<file path="src/design/uiv_pkg.sv">
// Shared types and constants for the UTF-8 identifier validator.
package uiv_pkg;

	localparam int unsigned MAX_ID_BYTES_DEF = 256;
	localparam int unsigned CFG_W            = 9;
	localparam int unsigned LEN_W            = 9;
	localparam int unsigned ACC_W            = 21;
	localparam logic [CFG_W-1:0] MAX_LENGTH_RST = 9'd256;

	// lead byte ranges
	localparam logic [7:0] ASCII_MAX  = 8'h7f;
	localparam logic [7:0] LEAD2_MIN  = 8'hc2;
	localparam logic [7:0] LEAD2_MAX  = 8'hdf;
	localparam logic [7:0] LEAD3_MIN  = 8'he0;
	localparam logic [7:0] LEAD3_MAX  = 8'hef;
	localparam logic [7:0] LEAD4_MIN  = 8'hf0;
	localparam logic [7:0] LEAD4_MAX  = 8'hf4;
	localparam logic [7:0] CONT_MASK  = 8'hc0;
	localparam logic [7:0] CONT_TAG   = 8'h80;

	// code point limits
	localparam logic [ACC_W-1:0] CP_MIN3    = 21'h000800;
	localparam logic [ACC_W-1:0] CP_MIN4    = 21'h010000;
	localparam logic [ACC_W-1:0] CP_SURR_LO = 21'h00d800;
	localparam logic [ACC_W-1:0] CP_SURR_HI = 21'h00dfff;
	localparam logic [ACC_W-1:0] CP_MAX     = 21'h10ffff;

	// sequence kinds
	localparam logic [1:0] KIND_1B = 2'd0;
	localparam logic [1:0] KIND_2B = 2'd1;
	localparam logic [1:0] KIND_3B = 2'd2;
	localparam logic [1:0] KIND_4B = 2'd3;

	typedef struct packed {
		logic [7:0] data_byte;
		logic       end_of_string;
		logic       empty_string;
	} in_t;

	typedef struct packed {
		logic             id_valid;
		logic [LEN_W-1:0] length_seen;
	} out_t;

	typedef struct packed {
		logic [1:0]       pend;
		logic [1:0]       kind;
		logic [ACC_W-1:0] acc;
		logic             err;
	} dec_state_t;

endpackage

</file>
<file path="src/design/utf8_identifier_validator_core.sv">
// Top level of the strict UTF-8 identifier validator.
//
//  channel | direction | handshake           | payload
//  --------+-----------+---------------------+--------------------------------
//  in      | sink      | in_valid / in_ready | in_data  (uiv_pkg::in_t)
//  out     | source    | out_valid/out_ready | out_data (uiv_pkg::out_t)
//  cfg     | sink      | cfg_we              | cfg_data (max_length, 9 bits)
//
// One byte per cycle while in_ready is high: a transfer updates the decoder
// state in the same cycle, one decode step of logic between the state registers
// and the result register. Only the item that ends a string loads the result
// register, valid from the cycle after its transfer. in_ready drops only while
// a result sits in out_data and out_ready is low. arst_n clears the decoder
// state, byte count and result valid; max_length resets to 256.
module utf8_identifier_validator_core #(
	parameter int unsigned MAX_ID_BYTES = uiv_pkg::MAX_ID_BYTES_DEF
) (
	input  logic                       clk,
	input  logic                       arst_n,
	input  logic                       in_valid,
	output logic                       in_ready,
	input  uiv_pkg::in_t               in_data,
	output logic                       out_valid,
	input  logic                       out_ready,
	output uiv_pkg::out_t              out_data,
	input  logic                       cfg_we,
	input  logic [uiv_pkg::CFG_W-1:0]  cfg_data
);
	import uiv_pkg::*;

	// count saturates at MAX_ID_BYTES+1
	localparam int unsigned CNT_W = $clog2(MAX_ID_BYTES + 2);
	localparam int unsigned CMP_W = (CNT_W > CFG_W) ? CNT_W : CFG_W;
	localparam logic [CNT_W-1:0] CNT_SAT = CNT_W'(MAX_ID_BYTES + 1);
	localparam logic [CMP_W-1:0] LIM_MAX = CMP_W'(MAX_ID_BYTES);

	logic [CFG_W-1:0] max_length_q;
	dec_state_t       st_q, st_dec, st_take;
	logic [CNT_W-1:0] cnt_q, cnt_take;
	logic             out_valid_q;
	out_t             out_data_q;

	logic             xfer, ends, take;
	logic [CMP_W-1:0] limit;
	logic             ok;

	uiv_decode u_dec (
		.cur       (st_q),
		.data_byte (in_data.data_byte),
		.nxt       (st_dec)
	);

	assign in_ready = !out_valid_q || out_ready;
	assign xfer     = in_valid && in_ready;
	assign take     = !in_data.empty_string;
	assign ends     = in_data.end_of_string || in_data.empty_string;

	// state after absorbing this item's byte, if any
	assign st_take  = take ? st_dec : st_q;
	assign cnt_take = (take && cnt_q < CNT_SAT) ? cnt_q + CNT_W'(1) : cnt_q;

	// limit clamps to the parameter maximum
	assign limit = (CMP_W'(max_length_q) > LIM_MAX) ? LIM_MAX : CMP_W'(max_length_q);
	assign ok    = !st_take.err && st_take.pend == 2'd0 &&
	               cnt_take != '0 && CMP_W'(cnt_take) <= limit;

	always_ff @(posedge clk or negedge arst_n) begin
		if (!arst_n) begin
			max_length_q <= MAX_LENGTH_RST;
		end else if (cfg_we) begin
			max_length_q <= cfg_data;
		end
	end

	// string state: cleared after every ending item
	always_ff @(posedge clk or negedge arst_n) begin
		if (!arst_n) begin
			st_q  <= '0;
			cnt_q <= '0;
		end else if (xfer) begin
			if (ends) begin
				st_q  <= '0;
				cnt_q <= '0;
			end else begin
				st_q  <= st_take;
				cnt_q <= cnt_take;
			end
		end
	end

	always_ff @(posedge clk or negedge arst_n) begin
		if (!arst_n) begin
			out_valid_q <= 1'b0;
		end else if (xfer && ends) begin
			out_valid_q <= 1'b1;
		end else if (out_ready) begin
			out_valid_q <= 1'b0;
		end
	end

	// result payload, no reset needed
	always_ff @(posedge clk) begin
		if (xfer && ends) begin
			out_data_q.id_valid    <= ok;
			out_data_q.length_seen <= LEN_W'(cnt_take);
		end
	end

	assign out_valid = out_valid_q;
	assign out_data  = out_data_q;

endmodule

</file>
<file path="src/design/uiv_decode.sv">
// One-byte step of the strict UTF-8 decoder state.
module uiv_decode (
	input  uiv_pkg::dec_state_t cur,
	input  logic [7:0]          data_byte,
	output uiv_pkg::dec_state_t nxt
);
	import uiv_pkg::*;

	logic [ACC_W-1:0] acc_shift;
	logic             is_cont;

	assign acc_shift = {cur.acc[ACC_W-7:0], data_byte[5:0]};
	assign is_cont   = (data_byte & CONT_MASK) == CONT_TAG;

	always_comb begin
		nxt = cur;
		if (cur.pend == 2'd0) begin
			priority if (data_byte <= ASCII_MAX) begin
				nxt.acc  = ACC_W'(data_byte);
				nxt.kind = KIND_1B;
			end else if (data_byte >= LEAD2_MIN && data_byte <= LEAD2_MAX) begin
				nxt.acc  = ACC_W'(data_byte[4:0]);
				nxt.pend = 2'd1;
				nxt.kind = KIND_2B;
			end else if (data_byte >= LEAD3_MIN && data_byte <= LEAD3_MAX) begin
				nxt.acc  = ACC_W'(data_byte[3:0]);
				nxt.pend = 2'd2;
				nxt.kind = KIND_3B;
			end else if (data_byte >= LEAD4_MIN && data_byte <= LEAD4_MAX) begin
				nxt.acc  = ACC_W'(data_byte[2:0]);
				nxt.pend = 2'd3;
				nxt.kind = KIND_4B;
			end else begin
				nxt.err = 1'b1;
			end
		end else if (!is_cont) begin
			nxt.err  = 1'b1;
			nxt.pend = 2'd0;
			nxt.kind = KIND_1B;
		end else begin
			nxt.acc  = acc_shift;
			nxt.pend = cur.pend - 2'd1;
			if (cur.pend == 2'd1) begin
				// sequence complete: overlong, surrogate and range checks
				if ((cur.kind == KIND_3B && acc_shift < CP_MIN3) ||
				    (cur.kind == KIND_4B && acc_shift < CP_MIN4) ||
				    (acc_shift >= CP_SURR_LO && acc_shift <= CP_SURR_HI) ||
				    acc_shift > CP_MAX)
					nxt.err = 1'b1;
				nxt.kind = KIND_1B;
			end
		end
	end

endmodule

</file>
<file path="config.mk">
export PLATFORM = sky130hd
export DESIGN_NAME = utf8_identifier_validator_core
export DESIGN_NICKNAME = d
export VERILOG_FILES = /design/src/design/uiv_pkg.sv /design/src/design/utf8_identifier_validator_core.sv /design/src/design/uiv_decode.sv
export SDC_FILE = /design/constraint.sdc
export NUM_CORES = 1
export LEC_CHECK = 0
export ABC_AREA = 1
export BUFFER_PORTS_ARGS = -buffer_cell sky130_fd_sc_hd__clkbuf_2
export CAP_MARGIN = 20
export CORE_MARGIN = 5
export CORE_UTILIZATION = 47
export DETAILED_ROUTE_END_ITERATION = 16
export GPL_TIMING_DRIVEN = 0
export PLACE_DENSITY = 0.72
export RECOVER_POWER = 25
export SLEW_MARGIN = 0
export SYNTH_ARGS = -nofsm -noshare
export SYNTH_HDL_FRONTEND = slang
export SYNTH_SLANG_ARGS = --single-unit
</file>
<file path="constraint.sdc">
create_clock -name clk -period 2.2 [get_ports clk]
set_input_delay 0.33 -clock clk [delete_from_list [all_inputs] [get_ports clk]]
set_output_delay 0.33 -clock clk [all_outputs]
set_load 0.05 [all_outputs]
</file>
# Word-level counts from Yosys, hierarchy flattened
# Index checks and enable logic that the tools add are counted.
[totals]
register_bits = 49
ram_bits = 0
latch_bits = 0
rom_bits = 0
n_memories = 0
[op_classes]
n_shift = 0
n_div = 0
multipliers = 0
reduce_logical = 27
n_addsub = 2
bitwise_logic = 0
n_eq_ne = 7
order_cmp = 15
n_mux = 23
[op_table]
columns = ["op", "n"]
rows = [
  ["$mux W26", 3],
  ["$mux W25", 3],
  ["$mux W9", 3],
  ["$ge A8 B8 Y1 const B", 3],
  ["$le A8 B8 Y1 const B", 3],
  ["$mux W23", 1],
  ["$ge A21 B16 Y1 const B", 1],
  ["$gt A21 B21 Y1 const B", 1],
  ["$le A21 B16 Y1 const B", 1],
  ["$lt A21 B12 Y1 const B", 1],
  ["$lt A21 B17 Y1 const B", 1],
  ["$mux W21", 1],
  ["$logic_and A1 B1 Y1", 12],
  ["$add A9 B1 Y9 const B", 1],
  ["$gt A9 B9 Y1 const B", 1],
  ["$le A9 B9 Y1", 1],
  ["$lt A9 B9 Y1 const B", 1],
  ["$mux W1", 9],
  ["$reduce_bool A9 Y1", 1],
  ["$le A8 B7 Y1 const B", 1],
  ["$reduce_and A4 Y1", 2],
  ["$eq A2 B2 Y1 const B", 3],
  ["$ne A6 B6 Y1 const B", 1],
  ["$logic_or A1 B1 Y1", 5],
  ["10 further kinds", 14],
]

# Longest topological paths before layout
[logic_depth]
depth_word = 14
depth_mapped = 15
ltp_nobuf = 15

# By module
# A second synthesis with hierarchy kept.
[hier_totals]
hier_cells = 457
hier_area_um2 = 3323.2
[by_module_without_submodules]
columns = ["module", "seq_area_each_um2", "instances", "area_per_inst_um2", "cells_per_inst"]
rows = [
  ["utf8_identifier_validator_core", 1427.6, 1, 2672.6, 312],
  ["uiv_decode", 0.0, 1, 650.6, 145],
]

# Worst setup path after synthesis
# Ideal clock, no wire load.
[synth_path]
path_type = "register -> register"
start = "register cnt_q[0]"
end = "register out_data_q (netlist bit out_data[9]), data pin"
path_buffers = 0
slack_ps = 9
t_required_ps = 1944
arrival_time_ps = 1936
stages_incl_launch_ff = 14
path_cell_list = "dfrtp_1 > nor2_1 > nand2_1 > o21ai_2 > nand2_2 > inv_2 > nand2_1 > o21ai_0 > inv_1 > ha_1 > nand4_1 > o221a_2 > nand2_1 > a21oi_1"
[synth_between]
elab_chain_cells = 6
elab_cells_between_ends = 8
cone_classes = "1 x add/sub; 2 x order compare; 1 x mux; 4 x reduce/logical"
[synth_rtl]
columns = ["element", "line_no", "text"]
rows = [
  ["from (decl)", "utf8_identifier_validator_core.sv:39", "logic [CNT_W-1:0] cnt_q, cnt_take;"],
  ["from (signal assigned)", "utf8_identifier_validator_core.sv:86", "cnt_q <= cnt_take;"],
  ["$lt A9 B9 Y1", "utf8_identifier_validator_core.sv:60", "assign cnt_take = (take && cnt_q < CNT_SAT) ? cnt_q + CNT_W'(1) : cnt_q;"],
  ["$logic_and A1 B1 Y1", "utf8_identifier_validator_core.sv:60", ""],
  ["$mux W9 (*)", "utf8_identifier_validator_core.sv:60", ""],
  ["named net cnt_take[6]", "utf8_identifier_validator_core.sv:39", ""],
  ["branches (longest 2 deep; another with $le A9 B9 Y1)", "--", ""],
  ["$logic_and A1 B1 Y1 (*)", "utf8_identifier_validator_core.sv:65", "cnt_take != '0 && CMP_W'(cnt_take) <= limit;"],
  ["named net ok", "utf8_identifier_validator_core.sv:45", "logic ok;"],
  ["to (decl)", "utf8_identifier_validator_core.sv:41", "out_t out_data_q;"],
]
# Mark *: on every way through the listed nets, which the timed path passes.
# A chain may end at the register's enable or synchronous reset.

# Worst setup path in the final report
[layout_path]
start = "register cnt_q[1]"
end = "register out_data_q (netlist bit out_data[9]), data pin"
# Same word-level chain as after synthesis.

==> results.txt <==
- Startpoint kind of the worst setup timing path: flop
- For this design the total switching power over the nets is between 0.6 and 0.7 mW.
- The signal on the critical path passes through nor2_1 > nand2_1 > o21ai_2 > nand2_2 > clkinv_4 > nand2_2 > o21ai_2 > inv_2 > ha_4 > nand4_1 > o221a_2 > nand2_1 > a21oi_2.
- Sequential cell fraction of total power: about half
- Largest family of logic cells by synthesized area: simple AND/OR/NAND/NOR gates
- Maximum count of clock buffers along a single path: 2
- Setup repair after global routing could not meet its margin everywhere.
- After detailed placement, the total cell area comes to around 0.0031 mm2.
- Area of the core: between 0.005 and 0.006 mm2
* Hold slack final: ~0.22 ns
* GP Congestion: 0.920
- The largest individual stage delay along the critical path comes from the cell dfrtp_1.
- Entering global routing, the biggest net connects 40 pins.
- By count the netlist is led by 86 x nand2_1, 56 x inv_1, 38 x dfrtp_1.
* Number of rows created at floorplan: 28
- Max-cap violation count: 0
- Leakage Power: roughly 1.7 nW
- Once layout is complete, the cells apart from fillers number 494.
- After the last flow step, the layout net total stands at ~450.
- Synth Area in Compound Gates: between 10% and 20%
* Tmin final: around 2.3 ns
- Via count of the first global-routing pass: between 2k and 2.5k
- Synthesized area: around 0.0028 mm2
* Clk pin slew, worst setup/hold paths: roughly 0.090 ns
- Library cell with the highest instance count after synthesis: nand2_1
* Clock tree from TritonCTS: done
- Reg2reg setup slack: -0.09 ns
- Number of distinct library cells after synthesis: 36
* Sequential-to-total area share from yosys stat: ~45%
* Dominant cell type by area after synthesis: dfrtp_1
* Outcome: finished, violations left
* Total design power: approximately 2.1 mW
* Post-synthesis area per instance: 8.05 um2
* Critical-path maximum fanout: 7
- Yosys printed 0 warnings.
- Number of synthesized flops with an enable pin: 10
- The portion of synthesized area spent on multiplexers is between 1 and 1.5%.
- For this run, the leading register cell type out of synthesis is dfrtp_1.
- Cell area after layout: between 0.003 and 0.004 mm2
- Clock latency on the worst-skew pair: approximately 0.30 ns
- The final count of hold timing violations was 0.
- After Yosys synthesis, XOR and XNOR cells account for less than 1% of the synthesized area.
- First-pass GRT wire length: 11.1 mm
* Sinks on Clock Net: 49
- Fmax: approximately 440 MHz
- Failing checks: setup timing
- Start-to-end type of the worst setup path: reg -> reg
* Part of the cycle the worst path needs: 104%
- Fillers: just over 500
* Worst setup timing slack at the placement stage: -0.363 ns
* Worst vdd ir: approximately 0.00033 V
- Cell count after synthesis: 352
- Horizontal die dimension: approximately 88 um
- The wire-length estimate of the detail-placed layout is ~4.6 mm.
- Total Die Area: between 0.007 and 0.008 mm2
- Actual slew at the worst max-slew pin: between 0.8 and 0.9 ns
* I/O pins: 36
- Gr usage total: 18.0%
* Initial cell density of the core: between 40% and 50%
* DR pass1 iterations: 4
- CTS H-tree lvls: 2
- 0 antenna diodes ended up in the layout.
- Worst Setup End Kind: flop
- Fraction of final layout cells sized beyond drive strength 1: 26.5%
- Die Y: just under 90 um
- Data required time at the worst endpoint: between 2 and 2.5 ns
- Maximum clock skew at final layout: between 0.008 and 0.009 ns
- Clock share of power: between 20% and 30%
- CP max stage delay: approximately 0.43 ns
- The final number of max-transition violations came to 0.
* Post-synthesis adder-cell area fraction: ~4.9%
- The min-delay analysis places its worst path in the category in -> reg.
* Via count: 2559
* Number of flip-flops and latches in the synthesized netlist: slightly below 50
- Num CTS Buffers: 5
- Count of buffers from port buffering: 35
* Post-route DRC violation count: 0
- Post-route setup slack: -0.0944 ns
* Antenna violations before repair: 0
- Final Routed Wirelength: roughly 6.6 mm
- Relative slew margins: about two fifths
- Global route total overflow: 0
* Post-synthesis share of cell area spent on and, or, nand and nor gates: between 20 and 25%
- Power density normalized to cell area: ~600 mW/mm2
* Post-DR wirelength/cell: roughly 13 um
- Share of flip-flops with an asynchronous set or reset after synthesis: about four fifths
- By area the synthesized netlist is led by dfrtp_1 34%, nand2_1 11%, edfxtp_1 11%, inv_1 7.4%, ha_1 4.9%.
* Synthesized Nets: between 300 and 400
* Detail Route Antenna Nets: 0
- Cell-internal power: between 1 and 1.5 mW
- The synthesized design devotes to its leading area cell type between 30 and 40% of total area.
- In this run, the combinational gates consume about 24% of the power.
- Using the TritonRoute via totals, the vias-per-cell ratio works out to ~5.2.
* Drt initial violations: 196
- After detailed placement, the design holds a cell count of around 460.
- Relative to the synthesized area, the layout overhead comes to 23.3%.
* Endpoints failing setup: 1
* Arrival time of data at the critical path endpoint: approximately 2.4 ns
- Net switching share of the total power: 30.7%
- Clock root cell: clkbuf_8
[worst paths after layout]
kind / from / end / cells past startpoint
setup / recovery: cnt_q[1] / out_data[9] / 13
hold / removal: cfg_data[8] / max_length_q[8] / 3
setup reg to reg: cnt_q[1] / out_data[9] / 13
hold reg to reg: st_q[22] / st_q[22] / 2
max in group asynchronous: arst_n / cnt_q[4] / 3
min in group asynchronous: arst_n / st_q[2] / 2
[layout make-up]
class,count,area (um2),share of cell area (%)
Buffer,5,33.8,0.967
Clock buffer,7,96.3,2.76
Timing Repair Buffer,59,353,10.1
Inverter,61,236,6.77
Multi-Input combinational cell,237,1400,39.9
Tap cell,75,93.8,2.69
Sequential cell,49,1280,36.7
Clock inverter,1,5.00,0.143
[sequential cells by signal, summed over array words and instances (netlist names)]
register      flops
out_data         10
max_length_q      9
st_q             20
out_valid         1
cnt_q             9
[layer usage]
layer / wire length, um / share of wire (%) / global-route usage (%)
met3: 286 / 4.4 / 2.92
met1: 3020 / 46 / 25.0
met4: 165 / 2.5 / 7.81
met2: 3090 / 47 / 27.9
met5: 0 / 0 / 0
[cells in the final DEF, fill, tap and decap left out, types with 2 or more instances in the layout]
| cell | Yosys | final |
|---|---|---|
| nor2_1 | 25 | 23 |
| buf_6 | 2 | 2 |
| nor2_4 | 2 | 3 |
| mux2_2 | 3 | 3 |
| o21ai_1 | 13 | 12 |
| a21oi_1 | 8 | 7 |
| o22ai_1 | 9 | 9 |
| nand2_1 | 86 | 84 |
| o31ai_1 | 2 | 2 |
| inv_2 | 4 | 6 |
| clkbuf_8 | 0 | 7 |
| nand3_1 | 25 | 25 |
| o21ai_2 | 1 | 6 |
| dfrtp_2 | 0 | 3 |
| buf_4 | 0 | 22 |
| inv_1 | 56 | 53 |
| nor2_2 | 3 | 4 |
| nand2_2 | 2 | 4 |
| dfrtp_1 | 38 | 35 |
| nand4_1 | 9 | 9 |
| ha_4 | 0 | 3 |
| clkbuf_1 | 3 | 5 |
| o21ai_0 | 24 | 20 |
| ha_1 | 11 | 7 |
| clkbuf_2 | 0 | 34 |
| edfxtp_1 | 10 | 10 |
[logic make-up after synthesis]
| kind of cell | after synthesis |
|---|---|
| buf+inv | 66 |
| fa+ha+maj | 11 |
| flops | 49 |
| xor+xnor | 3 |
| compound gates | 63 |
| mux | 3 |
| simple gates | 157 |
[power by group through the flow]
stage / registers, mW / clock network, mW / logic [mW]
after floorplan: 1.09 / 0 / 0.261
after global placement: 1.04 / 0 / 0.427
after detailed placement: 1.04 / 0 / 0.437
after CTS: 1.02 / 0.586 / 0.493
after global routing: 1.03 / 0.620 / 0.567
final: 1.02 / 0.567 / 0.506
[critical path: cells and delay by family, from the launching register on]
| family | cells | cell delay (ns) |
|---|---|---|
| buffers and inverters | 2 | 0.19 |
| AND/OR/NAND/NOR | 6 | 0.57 |
| AO/OA/AOI/OAI | 4 | 0.59 |
| adder cells (fa/ha/maj) | 1 | 0.27 |
| flip-flops | 1 | 0.43 |
[per-stage QoR]
stage               util, %  TNS, ns
finish                 59.4  -0.0944
global route           59.4   -0.289
CTS                    58.2  -0.0211
detailed placement     52.7   -0.363
global placement       52.7   -0.341
floorplan                 -        0
[repair_timing]
item,4_1_cts,5_1_grt
setup endpoints to repair,1,1
hold buffers,0,1
endpoints found under the hold margin,0,3
resized for setup,25,5
pin swaps,8,4
setup buffers,18,4
No activity file was read; power rests on OpenSTA's default activity.
